<file path="config.mk">
export PLATFORM = sky130hd
export DESIGN_NAME = sum_checked_frame_receiver
export DESIGN_NICKNAME = d
export VERILOG_FILES = /design/src/rtl/scfr_pkg.sv /design/src/rtl/sum_checked_frame_receiver.sv /design/src/rtl/scfr_ram.sv /design/src/rtl/scfr_front.sv /design/src/rtl/scfr_desc_fifo.sv /design/src/rtl/scfr_back.sv
export SDC_FILE = /design/constraint.sdc
export NUM_CORES = 1
export LEC_CHECK = 0
export BUFFER_PORTS_ARGS = -buffer_cell sky130_fd_sc_hd__buf_2
export CORE_MARGIN = 2
export CORE_UTILIZATION = 60
export DETAILED_ROUTE_END_ITERATION = 10
export PLACE_DENSITY = 0.77
export SLEW_MARGIN = 20
export SYNTH_ARGS = -nofsm -noshare
export SYNTH_HDL_FRONTEND = slang
export SYNTH_SLANG_ARGS = --single-unit
</file>
<file path="constraint.sdc">
create_clock -name i_clk -period 3.1 [get_ports i_clk]
set_input_delay 0.465 -clock i_clk [delete_from_list [all_inputs] [get_ports i_clk]]
set_output_delay 0.465 -clock i_clk [all_outputs]
set_load 0.02 [all_outputs]
</file>
<file path="src/rtl/scfr_pkg.sv">
// Shared types and constants of the sum-checked frame receiver.
package scfr_pkg;

    localparam int BYTE_W = 8;
    localparam int LEN_W  = 6;
    localparam int SUM_W  = 16;

    localparam logic [BYTE_W-1:0] SYNC_RESET = 8'hAA;

    // Depth of the descriptor queue between front and back.
    localparam int DESC_DEPTH = 2;

    typedef enum logic [2:0] {
        PH_HUNT = 3'd0,
        PH_LEN  = 3'd1,
        PH_DATA = 3'd2,
        PH_CKLO = 3'd3,
        PH_CKHI = 3'd4
    } t_phase;

    // Outcome of one finished frame, handed from front to back.
    typedef struct packed {
        logic             mismatch;
        logic [LEN_W-1:0] len;
    } t_desc;

endpackage

</file>
<file path="src/rtl/sum_checked_frame_receiver.sv">
// Top level of the sum-checked frame receiver.
//
// Received bytes enter through push/full, one byte per accepted item. The block
// hunts for the sync byte, reads a length byte (clamped to MAX_PAYLOAD), stores
// the payload and checks the 16-bit byte sum sent low byte first.
// Results leave through empty/pop: a good frame gives its payload bytes, the
// final one marked last; an empty good frame gives one result without data; a
// failed checksum gives one result with frame_status set.
// The sync byte is written through i_cfg_valid/o_cfg_ready; ready is always high.
// Every byte is taken in the cycle it is pushed, except that payload bytes wait
// (full high) while an earlier frame is queued or replaying, as both use the one
// payload RAM, and the high checksum byte waits while the descriptor queue is full.
// A finished frame passes through the descriptor queue to the back part, which
// loads a single result straight into the output register; a payload frame is
// replayed by reading one byte at a time from the registered RAM, the next read
// waiting until the last has landed and the output register will be free.
// If the receiver stalls, the output register holds its result and the front
// keeps taking bytes until it reaches payload or the two-entry descriptor queue
// is full. Synchronous reset returns to sync hunting with no pending results
// and restores the sync byte to 0xAA; the payload RAM is not cleared.
module sum_checked_frame_receiver #(
    parameter int MAX_PAYLOAD = 32
) (
    input  logic                        i_clk,
    input  logic                        i_rst_n,
    input  logic                        i_cfg_valid,
    output logic                        o_cfg_ready,
    input  logic [scfr_pkg::BYTE_W-1:0] i_cfg_sync_byte,
    input  logic                        push,
    output logic                        full,
    input  logic [scfr_pkg::BYTE_W-1:0] i_rx_byte,
    output logic                        empty,
    input  logic                        pop,
    output logic [scfr_pkg::BYTE_W-1:0] o_data_byte,
    output logic                        o_has_data,
    output logic                        o_last,
    output logic                        o_frame_status,
    output logic [scfr_pkg::LEN_W-1:0]  o_frame_length
);

    localparam int ADDR_W = (MAX_PAYLOAD > 1) ? $clog2(MAX_PAYLOAD) : 1;

    logic                        w_we, w_re;
    logic [ADDR_W-1:0]           w_waddr, w_raddr;
    logic [scfr_pkg::BYTE_W-1:0] w_wdata, w_rdata;
    logic                        w_desc_push, w_desc_full, w_desc_valid, w_desc_pop;
    scfr_pkg::t_desc             w_desc_in, w_desc_out;
    logic                        w_back_busy;

    assign o_cfg_ready = 1'b1;

    scfr_front #(.MAX_PAYLOAD(MAX_PAYLOAD)) u_front (
        .i_clk           (i_clk),
        .i_rst_n         (i_rst_n),
        .i_cfg_valid     (i_cfg_valid),
        .i_cfg_sync_byte (i_cfg_sync_byte),
        .i_push          (push),
        .o_full          (full),
        .i_rx_byte       (i_rx_byte),
        .o_we            (w_we),
        .o_waddr         (w_waddr),
        .o_wdata         (w_wdata),
        .o_desc_push     (w_desc_push),
        .o_desc          (w_desc_in),
        .i_desc_full     (w_desc_full),
        .i_back_busy     (w_back_busy)
    );

    scfr_ram #(.WIDTH(scfr_pkg::BYTE_W), .DEPTH(MAX_PAYLOAD)) u_ram (
        .i_clk   (i_clk),
        .i_we    (w_we),
        .i_waddr (w_waddr),
        .i_wdata (w_wdata),
        .i_re    (w_re),
        .i_raddr (w_raddr),
        .o_rdata (w_rdata)
    );

    scfr_desc_fifo u_fifo (
        .i_clk   (i_clk),
        .i_rst_n (i_rst_n),
        .i_push  (w_desc_push),
        .i_desc  (w_desc_in),
        .o_full  (w_desc_full),
        .i_pop   (w_desc_pop),
        .o_valid (w_desc_valid),
        .o_desc  (w_desc_out)
    );

    scfr_back #(.MAX_PAYLOAD(MAX_PAYLOAD)) u_back (
        .i_clk          (i_clk),
        .i_rst_n        (i_rst_n),
        .i_desc_valid   (w_desc_valid),
        .i_desc         (w_desc_out),
        .o_desc_pop     (w_desc_pop),
        .o_busy         (w_back_busy),
        .o_re           (w_re),
        .o_raddr        (w_raddr),
        .i_rdata        (w_rdata),
        .i_pop          (pop),
        .o_empty        (empty),
        .o_data_byte    (o_data_byte),
        .o_has_data     (o_has_data),
        .o_last         (o_last),
        .o_frame_status (o_frame_status),
        .o_frame_length (o_frame_length)
    );

endmodule

</file>
<file path="src/rtl/scfr_ram.sv">
// Generic single-write, single-read RAM with registered read data.
module scfr_ram #(
    parameter int WIDTH = 8,
    parameter int DEPTH = 32,
    localparam int ADDR_W = (DEPTH > 1) ? $clog2(DEPTH) : 1
) (
    input  logic              i_clk,
    input  logic              i_we,
    input  logic [ADDR_W-1:0] i_waddr,
    input  logic [WIDTH-1:0]  i_wdata,
    input  logic              i_re,
    input  logic [ADDR_W-1:0] i_raddr,
    output logic [WIDTH-1:0]  o_rdata
);

    logic [WIDTH-1:0] r_mem [DEPTH];
    logic [WIDTH-1:0] r_rdata;

    always_ff @(posedge i_clk) begin
        if (i_we) begin
            r_mem[i_waddr] <= i_wdata;
        end
        if (i_re) begin
            r_rdata <= r_mem[i_raddr];
        end
    end

    assign o_rdata = r_rdata;

endmodule

</file>
<file path="src/rtl/scfr_front.sv">
// Front part: sync hunt, length, payload capture, checksum check.
module scfr_front #(
    parameter int MAX_PAYLOAD = 32,
    localparam int ADDR_W = (MAX_PAYLOAD > 1) ? $clog2(MAX_PAYLOAD) : 1
) (
    input  logic                       i_clk,
    input  logic                       i_rst_n,
    input  logic                       i_cfg_valid,
    input  logic [scfr_pkg::BYTE_W-1:0] i_cfg_sync_byte,
    input  logic                       i_push,
    output logic                       o_full,
    input  logic [scfr_pkg::BYTE_W-1:0] i_rx_byte,
    output logic                       o_we,
    output logic [ADDR_W-1:0]          o_waddr,
    output logic [scfr_pkg::BYTE_W-1:0] o_wdata,
    output logic                       o_desc_push,
    output scfr_pkg::t_desc            o_desc,
    input  logic                       i_desc_full,
    input  logic                       i_back_busy
);

    scfr_pkg::t_phase                r_phase, n_phase;
    logic [scfr_pkg::BYTE_W-1:0]    r_sync;
    logic [scfr_pkg::LEN_W-1:0]     r_exp_len, n_exp_len;
    logic [scfr_pkg::LEN_W-1:0]     r_count, n_count;
    logic [scfr_pkg::SUM_W-1:0]     r_sum, n_sum;
    logic [scfr_pkg::BYTE_W-1:0]    r_ck_lo, n_ck_lo;
    logic                           w_accept;
    logic [scfr_pkg::LEN_W-1:0]     w_clamped;
    logic [scfr_pkg::SUM_W-1:0]     w_got;

    // Payload waits while a frame is queued or replaying; the high sum byte waits on a full queue.
    assign o_full = ((r_phase == scfr_pkg::PH_DATA) && i_back_busy) ||
                    ((r_phase == scfr_pkg::PH_CKHI) && i_desc_full);
    assign w_accept = i_push && !o_full;

    assign w_clamped = (i_rx_byte > scfr_pkg::BYTE_W'(MAX_PAYLOAD)) ?
                       scfr_pkg::LEN_W'(MAX_PAYLOAD) : i_rx_byte[scfr_pkg::LEN_W-1:0];
    assign w_got = {i_rx_byte, r_ck_lo};

    always_ff @(posedge i_clk) begin
        if (!i_rst_n) begin
            r_phase   <= scfr_pkg::PH_HUNT;
            r_sync    <= scfr_pkg::SYNC_RESET;
            r_exp_len <= '0;
            r_count   <= '0;
            r_sum     <= '0;
            r_ck_lo   <= '0;
        end else begin
            r_phase   <= n_phase;
            r_exp_len <= n_exp_len;
            r_count   <= n_count;
            r_sum     <= n_sum;
            r_ck_lo   <= n_ck_lo;
            if (i_cfg_valid) begin
                r_sync <= i_cfg_sync_byte;
            end
        end
    end

    always_comb begin
        n_phase     = r_phase;
        n_exp_len   = r_exp_len;
        n_count     = r_count;
        n_sum       = r_sum;
        n_ck_lo     = r_ck_lo;
        o_we        = 1'b0;
        o_waddr     = r_count[ADDR_W-1:0];
        o_wdata     = i_rx_byte;
        o_desc_push = 1'b0;
        o_desc      = '{mismatch: (w_got != r_sum), len: r_exp_len};
        case (r_phase)
            scfr_pkg::PH_HUNT: begin
                if (w_accept && (i_rx_byte == r_sync)) begin
                    n_phase = scfr_pkg::PH_LEN;
                    n_sum   = '0;
                    n_count = '0;
                end
            end
            scfr_pkg::PH_LEN: begin
                if (w_accept) begin
                    n_exp_len = w_clamped;
                    n_count   = '0;
                    n_sum     = '0;
                    n_phase   = (w_clamped == '0) ? scfr_pkg::PH_CKLO : scfr_pkg::PH_DATA;
                end
            end
            scfr_pkg::PH_DATA: begin
                if (w_accept) begin
                    o_we    = 1'b1;
                    n_sum   = r_sum + scfr_pkg::SUM_W'(i_rx_byte);
                    n_count = r_count + scfr_pkg::LEN_W'(1);
                    if (n_count >= r_exp_len) begin
                        n_phase = scfr_pkg::PH_CKLO;
                    end
                end
            end
            scfr_pkg::PH_CKLO: begin
                if (w_accept) begin
                    n_ck_lo = i_rx_byte;
                    n_phase = scfr_pkg::PH_CKHI;
                end
            end
            scfr_pkg::PH_CKHI: begin
                if (w_accept) begin
                    o_desc_push = 1'b1;
                    n_phase     = scfr_pkg::PH_HUNT;
                    n_count     = '0;
                    n_sum       = '0;
                end
            end
            default: begin
                n_phase = scfr_pkg::PH_HUNT;
            end
        endcase
    end

endmodule

</file>
<file path="src/rtl/scfr_desc_fifo.sv">
// Short queue of frame descriptors between the front and back parts.
module scfr_desc_fifo (
    input  logic            i_clk,
    input  logic            i_rst_n,
    input  logic            i_push,
    input  scfr_pkg::t_desc i_desc,
    output logic            o_full,
    input  logic            i_pop,
    output logic            o_valid,
    output scfr_pkg::t_desc o_desc
);

    localparam int PTR_W = (scfr_pkg::DESC_DEPTH > 1) ? $clog2(scfr_pkg::DESC_DEPTH) : 1;
    localparam int CNT_W = $clog2(scfr_pkg::DESC_DEPTH + 1);

    scfr_pkg::t_desc  r_mem [scfr_pkg::DESC_DEPTH];
    logic [PTR_W-1:0] r_wr_ptr, r_rd_ptr;
    logic [CNT_W-1:0] r_count;
    logic             w_push, w_pop;

    assign o_full  = (r_count == CNT_W'(scfr_pkg::DESC_DEPTH));
    assign o_valid = (r_count != '0);
    assign o_desc  = r_mem[r_rd_ptr];
    assign w_push  = i_push && !o_full;
    assign w_pop   = i_pop && o_valid;

    always_ff @(posedge i_clk) begin
        if (w_push) begin
            r_mem[r_wr_ptr] <= i_desc;
        end
    end

    always_ff @(posedge i_clk) begin
        if (!i_rst_n) begin
            r_wr_ptr <= '0;
            r_rd_ptr <= '0;
            r_count  <= '0;
        end else begin
            if (w_push) begin
                r_wr_ptr <= (r_wr_ptr == PTR_W'(scfr_pkg::DESC_DEPTH - 1)) ?
                            '0 : r_wr_ptr + PTR_W'(1);
            end
            if (w_pop) begin
                r_rd_ptr <= (r_rd_ptr == PTR_W'(scfr_pkg::DESC_DEPTH - 1)) ?
                            '0 : r_rd_ptr + PTR_W'(1);
            end
            if (w_push && !w_pop) begin
                r_count <= r_count + CNT_W'(1);
            end else if (w_pop && !w_push) begin
                r_count <= r_count - CNT_W'(1);
            end
        end
    end

endmodule

</file>
<file path="src/rtl/scfr_back.sv">
// Back part: replays verified payloads and reports empty or failed frames.
module scfr_back #(
    parameter int MAX_PAYLOAD = 32,
    localparam int ADDR_W = (MAX_PAYLOAD > 1) ? $clog2(MAX_PAYLOAD) : 1
) (
    input  logic                        i_clk,
    input  logic                        i_rst_n,
    input  logic                        i_desc_valid,
    input  scfr_pkg::t_desc             i_desc,
    output logic                        o_desc_pop,
    output logic                        o_busy,
    output logic                        o_re,
    output logic [ADDR_W-1:0]           o_raddr,
    input  logic [scfr_pkg::BYTE_W-1:0] i_rdata,
    input  logic                        i_pop,
    output logic                        o_empty,
    output logic [scfr_pkg::BYTE_W-1:0] o_data_byte,
    output logic                        o_has_data,
    output logic                        o_last,
    output logic                        o_frame_status,
    output logic [scfr_pkg::LEN_W-1:0]  o_frame_length
);

    logic                        r_active;
    logic                        r_rd_pend;
    logic                        r_pend_last;
    logic [scfr_pkg::LEN_W-1:0]  r_idx;
    logic [scfr_pkg::LEN_W-1:0]  r_len;
    logic                        r_out_valid;
    logic [scfr_pkg::BYTE_W-1:0] r_data;
    logic                        r_has, r_last, r_status;
    logic [scfr_pkg::LEN_W-1:0]  r_out_len;
    logic                        w_out_pop, w_can_load, w_issue, w_start, w_single;
    logic [scfr_pkg::LEN_W-1:0]  w_idx_next;

    assign w_out_pop  = i_pop && r_out_valid;
    assign w_can_load = !r_out_valid || w_out_pop;
    // A read is issued only when the output register will be free as the data lands.
    assign w_issue    = r_active && !r_rd_pend && w_can_load;
    assign w_idx_next = r_idx + scfr_pkg::LEN_W'(1);
    assign w_single   = i_desc.mismatch || (i_desc.len == '0);
    assign w_start    = !r_active && !r_rd_pend && i_desc_valid &&
                        (!w_single || w_can_load);

    assign o_desc_pop = w_start;
    assign o_busy     = i_desc_valid || r_active;
    assign o_re       = w_issue;
    assign o_raddr    = r_idx[ADDR_W-1:0];

    always_ff @(posedge i_clk) begin
        if (!i_rst_n) begin
            r_active    <= 1'b0;
            r_rd_pend   <= 1'b0;
            r_out_valid <= 1'b0;
        end else begin
            r_rd_pend <= w_issue;
            if (w_issue && (w_idx_next == r_len)) begin
                r_active <= 1'b0;
            end else if (w_start && !w_single) begin
                r_active <= 1'b1;
            end
            if (r_rd_pend || (w_start && w_single)) begin
                r_out_valid <= 1'b1;
            end else if (w_out_pop) begin
                r_out_valid <= 1'b0;
            end
        end
    end

    always_ff @(posedge i_clk) begin
        if (w_start) begin
            r_idx <= '0;
            r_len <= i_desc.len;
        end else if (w_issue) begin
            r_idx <= w_idx_next;
        end
        if (w_issue) begin
            r_pend_last <= (w_idx_next == r_len);
        end
        if (r_rd_pend) begin
            r_data    <= i_rdata;
            r_has     <= 1'b1;
            r_last    <= r_pend_last;
            r_status  <= 1'b0;
            r_out_len <= r_len;
        end else if (w_start && w_single) begin
            r_data    <= '0;
            r_has     <= 1'b0;
            r_last    <= 1'b1;
            r_status  <= i_desc.mismatch;
            r_out_len <= i_desc.len;
        end
    end

    assign o_empty        = !r_out_valid;
    assign o_data_byte    = r_data;
    assign o_has_data     = r_has;
    assign o_last         = r_last;
    assign o_frame_status = r_status;
    assign o_frame_length = r_out_len;

endmodule

</file>
==> out/metrics.cfg, run 1 <==
[global_routing]
overflow = 0
met3_usage_pct = 5.46
antenna_found_initial = 0
grt_pass1_vias = 8324
grt_pass1_wl_mm = 50.1
gr-usage-met2_pct = 41.1
grt_use_total_pct = 25.6
grt_max_degree = 70
grtUsageMet1_pct = 36.3
grt-busiest-layer = met2

[synth]
synthCells = 924
muxShareOfSynthArea_pct = 14.1
syn_area_per_cell_sq_um = 16.4
yosysTopAreaCell = edfxtp_1
ys.warnings.count = 0
yosys.area_share.simple_pct = 7.59
synthXorXnorAreaFrac_pct = 2.94
synth_fa_ha_area_share_pct = 1.78
syn_nets = 966
synth_most_common_cell = edfxtp_1
yosysUniqueCellTypes = 65
synth-compound-area-share_pct = 4.08
syn_area_sq_um = 15200
yosysTopAreaCellShare_pct = 59.3
synth_area_leaders = edfxtp_1 (59%), mux4_2 (12%), dfxtp_1 (8.3%)
async_flop_share_pct = 0
synth_top_family_by_area = multiplexers
ys_seq_elements = 363
synth_common_cells = edfxtp_1 (300), mux4_2 (80), nand2_1 (64)
seq_area_frac_synth_pct = 67.6
synth-edff-count = 300
synthFlopType = edfxtp_1

[final_layout]
syn_to_final_growth_pct = 13.2
seq_area_sq_um = 10300
multi_input_comb_area_sq_um = 4630
nets = 1054
finalInstanceArea_sq_um = 17200
fin_util_pct = 68.7
antenna_cells = 0
drive_gt1_share_pct = 25.2
fillerInstances = 1612

[power_and_ir_drop]
intPower_mw = 8.78
powerDensity_nw_per_um2 = 673
p_leak_nw = 5.71
switching_power_mw = 2.79
power_frac_seq_pct = 48.1
ir_drop_mv = 0.452
switching_share_pct = 24.1
clock_power_share_pct = 36.8
comb_power_share_pct = 15.1

[critical_path]
cp-endpoint = u_ram.r_mem[6][4]
worstPathArrival_ps = 3020
cp_top_family = simple AND/OR/NAND/NOR gates
cp.required_ps = 3330
crit_start = u_front.r_phase[1]
r2r-end = u_ram.r_mem[6][4]
slowest_delay_ps = 580
worstPathCellList = nor2b_1 -> nand2b_1 -> nor2_4 -> nand2_1 -> nor2_1 -> buf_4
slowest_stage = dfxtp_1
r2r_setup_slack_ps = 300
crit_path_end_kind = flop
reg2reg_depth = 6
start_kind = flop
cp.depth = 6
r2r_start = u_front.r_phase[1]
crit_buf_inv = 1
cp_max_fo = 11
crit_type = reg2reg

[timing]
period_minus_slack_ps = 2800
post-route-period-util_pct = 90.2
hold_viol = 0
setup_tns_ps = 0
fmax_ghz = 0.358
grt_setup_unrepaired = no
relSlewSlack_pct = 52.2
worst_pin_slew_ps = 709
setup_viol = 0
skew_ps = 15.7
final_max_slew_viol_count = 0

[clock_tree]
clk_path_buf_depth = 3
cts_resized = 0
cts_hold_repair.buffers = 0
cts_buffers = 37
tritoncts = yes
clk_pin_slew_worst_paths_ps = 60
cts-root-buf = clkbuf_16
cts_htree_levels = 2
clk_latency_ps = 520
cts_post_setup_buffers_inserted = 0
clock-sinks = 363

[drt]
first_iter_violations = 1005
ant_nets = 0
vias_per_cell = 6.13
drt_pre_antenna_iters = 7
vias = 8402
wl_mm = 32.8
wire_per_inst_microns = 24.0
drcViolationCount = 0

[floorplan]
coreArea_sq_um = 25000
die_x_microns = 163
start_util_pct = 60.6
fp.dieH_microns = 163
io_pins = 41
rows = 58
dieArea_sq_um = 26600

[placement]
gp_congestion = 0.854
port_buffers = 39
dpl_cell_area_sq_um = 16000
dp.final_hpwl_mm = 20.1

[run_status]
outcome = finished clean

[flow_run]
drv_cap = 0

[worst_hold_path]
hold_class = in2reg

area by class of cell:
class	instances	share of cell area [%]
Clock buffer	47	5.91
Timing Repair Buffer	96	3.84
Tap cell	330	2.40
Multi-Input combinational cell	500	26.9
Clock inverter	20	0.852
Sequential cell	363	59.8
Inverter	14	0.306
worst register-to-register path, stage by stage, from the launching register on:
cell and delay [ps]:
dfxtp_1 580, nor2b_1 350, nand2b_1 250, nor2_4 310
nand2_1 360, nor2_1 430, buf_4 230
kinds of logic (layout without fill, tap and decap cells):
group	count (synthesis)	after routing
flip-flops	363	363
AND/OR/NAND/NOR	226	226
multiplexers	110	110
AO/OA/AOI/OAI	91	91
buffers and inverters	61	177
XOR/XNOR	51	51
adder cells (fa/ha/maj)	21	21
other	1	1
sequential cells by signal, indices dropped and copies added (netlist names), 2 cells and up, named ones only:
| signal | flops |
|---|---|
| u_ram.r_mem | 256 |
| u_fifo.r_count | 2 |
| u_front.r_sync | 8 |
| u_front.r_sum | 16 |
| u_back.o_data_byte | 8 |
| u_back.o_frame_length | 6 |
| u_front.r_exp_len | 6 |
| u_fifo.r_mem | 14 |
| u_front.r_count | 6 |
| u_ram.o_rdata | 8 |
| u_front.r_ck_lo | 8 |
| u_back.r_idx | 6 |
| u_front.r_phase | 3 |
| u_back.r_len | 6 |
power by group through the flow:
stage          registers, mW  logic, mW  clock network [mW]
2_1_floorplan           5.65       1.23                   0
4_1_cts                 5.57       1.77                4.31
3_3_place_gp            5.66       1.72                   0
3_5_place_dp            5.67       1.74                   0
5_1_grt                 5.58       1.87                4.51
6_report                5.56       1.75                4.26
worst min-delay path by stage:
| stage | from | end | slack (ps) | depth (start not counted) |
|---|---|---|---|---|
| global placement | u_back.o_has_data | u_back.o_has_data | 430 | 1 |
| finish | i_cfg_sync_byte[1] | u_front.r_sync[1] | 170 | 3 |
| CTS | i_cfg_sync_byte[1] | u_front.r_sync[1] | 150 | 3 |
| global route | i_cfg_sync_byte[3] | u_front.r_sync[3] | 160 | 3 |
| floorplan | u_front.r_exp_len[1] | u_fifo.r_mem[0][1] | 450 | 0 |
| detailed placement | u_back.o_has_data | u_back.o_has_data | 440 | 1 |
metrics by stage:
stage / power, mW / hold WS (ps) / worst slack [ps] / instances
floorplan: 6.89 / 447 / 638 / 924
finish: 11.6 / 167 / 304 / 1370
detailed placement: 7.41 / 436 / 169 / 1303
global route: 12.0 / 164 / 96.1 / 1370
global placement: 7.38 / 430 / 297 / 1303
CTS: 11.6 / 150 / 288 / 1370
layer usage:
metal | share of wire, % | vias up | wire length [microns]
met5 | 0 | - | 0
met4 | 1.9 | 0 | 630
met3 | 8.2 | 47 | 2710
met2 | 49 | 366 | 16200
met1 | 41 | 4249 | 13300
li1 | - | 3740 | -
cells in the final DEF, fill, tap and decap left out, types with 5 or more instances in the layout:
cell,synthesis,layout
clkinv_2,0,5
a21oi_1,21,21
mux4_2,80,80
nand3_1,28,28
nand2_1,64,64
edfxtp_1,300,300
o21ai_0,14,14
ha_1,20,20
buf_2,10,39
clkbuf_16,0,39
mux2i_1,11,11
nor2b_1,9,9
nand4_1,8,8
and3_1,5,5
or3_1,5,5
buf_4,3,54
xor2_1,28,28
inv_1,14,14
dfxtp_1,63,61
nor3_1,6,6
clkbuf_1,26,7
nand2b_1,7,7
and2_1,14,14
a21boi_0,23,23
xnor2_1,23,23
nor2_1,53,53
a31oi_1,5,5
mux2_2,17,17
nor4_1,5,5
clkinv_1,0,10
a21o_1,5,5
Note: power is estimated with default switching activity, not from simulation.
==> run 2: changes to the inputs <==
Settings changed: CORE_UTILIZATION 60 to 62, PLACE_DENSITY 0.77 to 0.79.
==> out/metrics.cfg, run 2 (synthesized netlist as in run 1, its figures left out) <==
[worst_hold_path]
hold_class = in2reg

[timing]
worst_pin_slew_ps = 845  ; +135 ps
setup_tns_ps = 0  ; unchanged
skew_ps = 11.5  ; -4.17 ps
post-route-period-util_pct = 88.3  ; -1.9 points
final_max_slew_viol_count = 0  ; unchanged
hold_viol = 0  ; unchanged
period_minus_slack_ps = 2740  ; -58.3 ps
fmax_ghz = 0.365  ; +2.1%
relSlewSlack_pct = 43.5  ; -8.7 points
setup_viol = 0  ; unchanged
grt_setup_unrepaired = no

[final_layout]
drive_gt1_share_pct = 25.3  ; +0.073 points
nets = 1054  ; unchanged
top_regs = u_ram.r_mem x256, u_front.r_sum x16, u_fifo.r_mem x14
antenna_cells = 0  ; unchanged
multi_input_comb_area_sq_um = 4630  ; unchanged
syn_to_final_growth_pct = 12.8
fin_util_pct = 70.8  ; +2.2 points
most-common-layout-cells = edfxtp_1 (300), mux4_2 (80), nand2_1 (64)
final_common_cell = edfxtp_1
fillerInstances = 1434  ; -11%
largest_register_ffs = 256  ; unchanged
seq_area_sq_um = 10300  ; unchanged
top_register = u_ram.r_mem

[clock_tree]
clock-sinks = 363  ; unchanged
tritoncts = yes
cts_buffers = 36  ; -2.7%
clk_path_buf_depth = 3  ; unchanged
cts_hold_repair.buffers = 0  ; unchanged
cts_resized = 0  ; unchanged
cts-root-buf = clkbuf_16
cts_htree_levels = 2  ; unchanged
clk_latency_ps = 510  ; about the same
cts_post_setup_buffers_inserted = 0  ; unchanged
clk_pin_slew_worst_paths_ps = 60  ; about the same

[global_routing]
antenna_found_initial = 0  ; unchanged
grt_use_total_pct = 25.7  ; +0.14 points
grt_pass1_wl_mm = 49.4  ; -1.3%
overflow = 0  ; unchanged
grt_pass1_vias = 8400  ; +0.91%
grt_max_degree = 70  ; unchanged

[critical_path]
slowest_delay_ps = 540  ; -40 ps
cp.required_ps = 3530  ; +200 ps
slowest_stage = dfxtp_1
cp_max_fo = 14  ; +3
worstPathCellList = mux2_2 -> or4_4 -> o21ai_4 -> a21oi_4 -> inv_1 -> ha_1 -> or3_1 -> a21boi_0
crit_path_end_kind = flop
worstPathArrival_ps = 3170  ; +150 ps
start_kind = flop
crit_type = reg2reg

[floorplan]
start_util_pct = 62.8  ; +2.2 points
dieArea_sq_um = 25800  ; -3.1%
die_x_microns = 160  ; -1.6%
fp.dieH_microns = 160  ; -1.6%
io_pins = 41  ; unchanged
coreArea_sq_um = 24200  ; -3.4%
rows = 57  ; -1.7%

[drt]
vias_per_cell = 6.18  ; +0.75%
vias = 8409  ; +0.083%
wl_mm = 32.2  ; -2.0%
ant_nets = 0  ; unchanged
drcViolationCount = 0  ; unchanged
wire_per_inst_microns = 23.6  ; -1.3%
drt_pre_antenna_iters = 7  ; unchanged
first_iter_violations = 1040  ; +3.5%

[placement]
gp_congestion = 0.860  ; +0.68%
dp.final_hpwl_mm = 20.2  ; +0.32%
port_buffers = 39  ; unchanged

[power_and_ir_drop]
ir_drop_mv = 0.447  ; -1.2%
p_leak_nw = 5.68  ; -0.51%
powerDensity_nw_per_um2 = 665  ; -1.1%

[flow_run]
drv_cap = 0  ; unchanged

[run_status]
outcome = finished clean

==> run 2: critical path: cells and delay by family, from the launching register on <==
kind / cells / cell delay, ps
and+or+nand+nor: 2 / 850
DFF: 1 / 540
AOI/OAI and AO/OA: 3 / 510
muxes: 1 / 400
adders and majority gates: 1 / 260
buffers and inverters: 1 / 90
==> run 2: layer usage <==
metal / up-vias / track usage (%) / part of all wire [%]
met3: 76 / 5.71 / 8.4
li1: 3744 / - / -
met1: 4175 / 35.6 / 40
met5: - / 0 / 0
met2: 414 / 41.2 / 49
met4: 0 / 8.85 / 3.5
==> run 2: report_power, final <==
| part | total, mW | internal [mW] | switching [mW] |
|---|---|---|---|
| Sequential | 5.55 | 5.45 | 0.0990 |
| Clock | 4.08 | 2.34 | 1.74 |
| Combinational | 1.76 | 0.843 | 0.918 |
| Total | 11.4 | 8.63 | 2.76 |
==> run 2: worst paths after layout <==
check	start	to	slack, ps	cells past startpoint
max	flop	u_fifo.r_count[1]	360	8
min reg2reg	u_back.o_has_data	u_back.o_has_data	470	1
min	i_cfg_sync_byte[1]	u_front.r_sync[1]	170	3
max reg2reg	flop	u_fifo.r_count[1]	360	8
==> run 2: layout make-up <==
class,instances,area share (%)
Multi-Input combinational cell,500,27.0
Sequential cell,363,60.0
Timing Repair Buffer,97,3.90
Clock inverter,21,0.870
Inverter,14,0.307
Clock buffer,42,5.52
Tap cell,324,2.37
==> run 2: metrics by stage <==
stage	worst slack, ps	std cells	total power, mW	cell area, sq um	hold slack (ps)
6_report	363	1361	11.4	17100	174
5_1_grt	162	1361	11.8	17100	171
4_1_cts	343	1361	11.5	17100	159
3_5_place_dp	326	1298	7.40	16000	441
3_3_place_gp	286	1298	7.37	16000	433
2_1_floorplan	638	924	6.89	15200	447
==> run 3: changes to the inputs <==
Settings changed: CORE_MARGIN 2 to 10.
==> out/metrics.cfg, run 3 (synthesized netlist as in run 1, its figures left out) <==
[final_layout]
multi_input_comb_area_sq_um = 4630  ; unchanged
syn_to_final_growth_pct = 13.7
seq_area_sq_um = 10300  ; unchanged
antenna_cells = 0  ; unchanged
fin_util_pct = 71.4  ; +0.56 points
top_regs = u_ram.r_mem x256, u_front.r_sum x16, u_fifo.r_mem x14
nets = 1056  ; +0.19%
largest_register_ffs = 256  ; unchanged
fillerInstances = 1450  ; +1.1%
top_register = u_ram.r_mem
finalInstanceArea_sq_um = 17300  ; +0.79%
most-common-layout-cells = edfxtp_1 (300), mux4_2 (80), nand2_1 (64)
drive_gt1_share_pct = 25.5  ; +0.22 points
final_common_cell = edfxtp_1

[timing]
hold_viol = 0  ; unchanged
hold-worst-slack_ps = 155  ; -18.9 ps
fmax_ghz = 0.363  ; -0.64%
final_max_slew_viol_count = 0  ; unchanged
post-route-period-util_pct = 88.9  ; +0.57 points
skew_ps = 22.4  ; +10.9 ps
setup_viol = 0  ; unchanged
period_minus_slack_ps = 2750  ; +17.6 ps
relSlewSlack_pct = 49.4  ; +5.9 points
setup_tns_ps = 0  ; unchanged
grt_setup_unrepaired = no
worst_pin_slew_ps = 756  ; -88.8 ps

[critical_path]
cp_max_fo = 14  ; unchanged
crit_type = reg2reg
worstPathArrival_ps = 3200  ; +30 ps
start_kind = flop
cp.required_ps = 3540  ; about the same
crit_path_end_kind = flop
worstPathCellList = mux2_2 -> or4_4 -> o21ai_4 -> a21oi_4 -> inv_1 -> ha_1 -> or3_1 -> a21boi_0
cp_top_family = simple AND/OR/NAND/NOR gates
slowest_stage = dfxtp_1
crit_buf_inv = 1  ; unchanged
slowest_delay_ps = 540  ; about the same

[drt]
drcViolationCount = 0  ; unchanged
wire_per_inst_microns = 24.6  ; +4.1%
drt_pre_antenna_iters = 5  ; -2
ant_nets = 0  ; unchanged
wl_mm = 33.6  ; +4.3%
vias_per_cell = 6.27  ; +1.5%
vias = 8556  ; +1.7%
first_iter_violations = 1210  ; +16%

[global_routing]
overflow = 0  ; unchanged
grt_use_total_pct = 21.9  ; -3.8 points
grt_pass1_vias = 8538  ; +1.6%
grt_max_degree = 40  ; -43%
antenna_found_initial = 3  ; +3
grt_pass1_wl_mm = 52.1  ; +5.5%

[floorplan]
fp.dieH_microns = 176  ; +10%
io_pins = 41  ; unchanged
die_x_microns = 176  ; +10%
dieArea_sq_um = 31100  ; +21%
rows = 57  ; unchanged
start_util_pct = 62.8  ; unchanged
coreArea_sq_um = 24200  ; unchanged

[worst_hold_path]
hold_start = i_cfg_sync_byte[3]
hold_class = in2reg

[clock_tree]
clk_latency_ps = 520  ; about the same
clk_path_buf_depth = 3  ; unchanged
cts_hold_repair.buffers = 0  ; unchanged
cts_post_setup_buffers_inserted = 0  ; unchanged
cts-root-buf = clkbuf_16
clk_pin_slew_worst_paths_ps = 70  ; about the same
cts_buffers = 36  ; unchanged
cts_resized = 0  ; unchanged
tritoncts = yes
cts_htree_levels = 2  ; unchanged
clock-sinks = 363  ; unchanged

[power_and_ir_drop]
p_leak_nw = 5.74  ; +1.1%
powerDensity_nw_per_um2 = 684  ; +2.8%
power_mw = 11.8  ; +3.6%
ir_drop_mv = 0.458  ; +2.5%

[placement]
port_buffers = 39  ; unchanged
dpl_cell_area_sq_um = 16000  ; about the same
dp.final_hpwl_mm = 20.9  ; +3.6%
gp_congestion = 0.875  ; +1.8%

[run_status]
outcome = finished clean

[flow_run]
drv_cap = 0  ; unchanged

## run 3: worst register-to-register path, cell delays in order, from the launching register on
cell	delay (ps)
dfxtp_1	540
mux2_2	410
or4_4	490
o21ai_4	210
a21oi_4	170
inv_1	100
ha_1	260
or3_1	340
a21boi_0	160
## run 3: worst paths after layout
check | cells past startpoint | slack, ps | end
max | 8 | 350 | u_fifo.r_count[1]
min | 3 | 150 | u_front.r_sync[3]
max reg2reg | 8 | 350 | u_fifo.r_count[1]
min reg2reg | 1 | 460 | u_back.o_has_data
## run 3: metrics by stage
step	instances	setup slack, ps
finish	1364	345
floorplan	924	638
global route	1364	195
global placement	1300	379
CTS	1364	325
detailed placement	1300	344
## run 3: area by class of cell
| cell class | instances | share of cell area [%] |
|---|---|---|
| flip-flops and latches | 363 | 59.5 |
| multi-input cells | 500 | 26.8 |
| clock buffers | 42 | 5.66 |
| repair buffers | 99 | 3.96 |
| well taps | 324 | 2.35 |
| clock inverters | 22 | 1.38 |
| inverters | 14 | 0.305 |
## run 3: per-layer routing
layer	vias to the layer above	track usage, %	wire length, microns
li1	3742	-	-
met1	4296	30.6	13400
met2	452	34.7	16400
met3	62	4.12	2900
met4	4	6.20	798
met5	-	0	22
## run 3: where the power goes
part	switching, mW	leakage, nW	internal, mW
clock	1.78	0.582	2.67
sequential	0.134	3.17	5.45
combinational	0.905	1.99	0.866
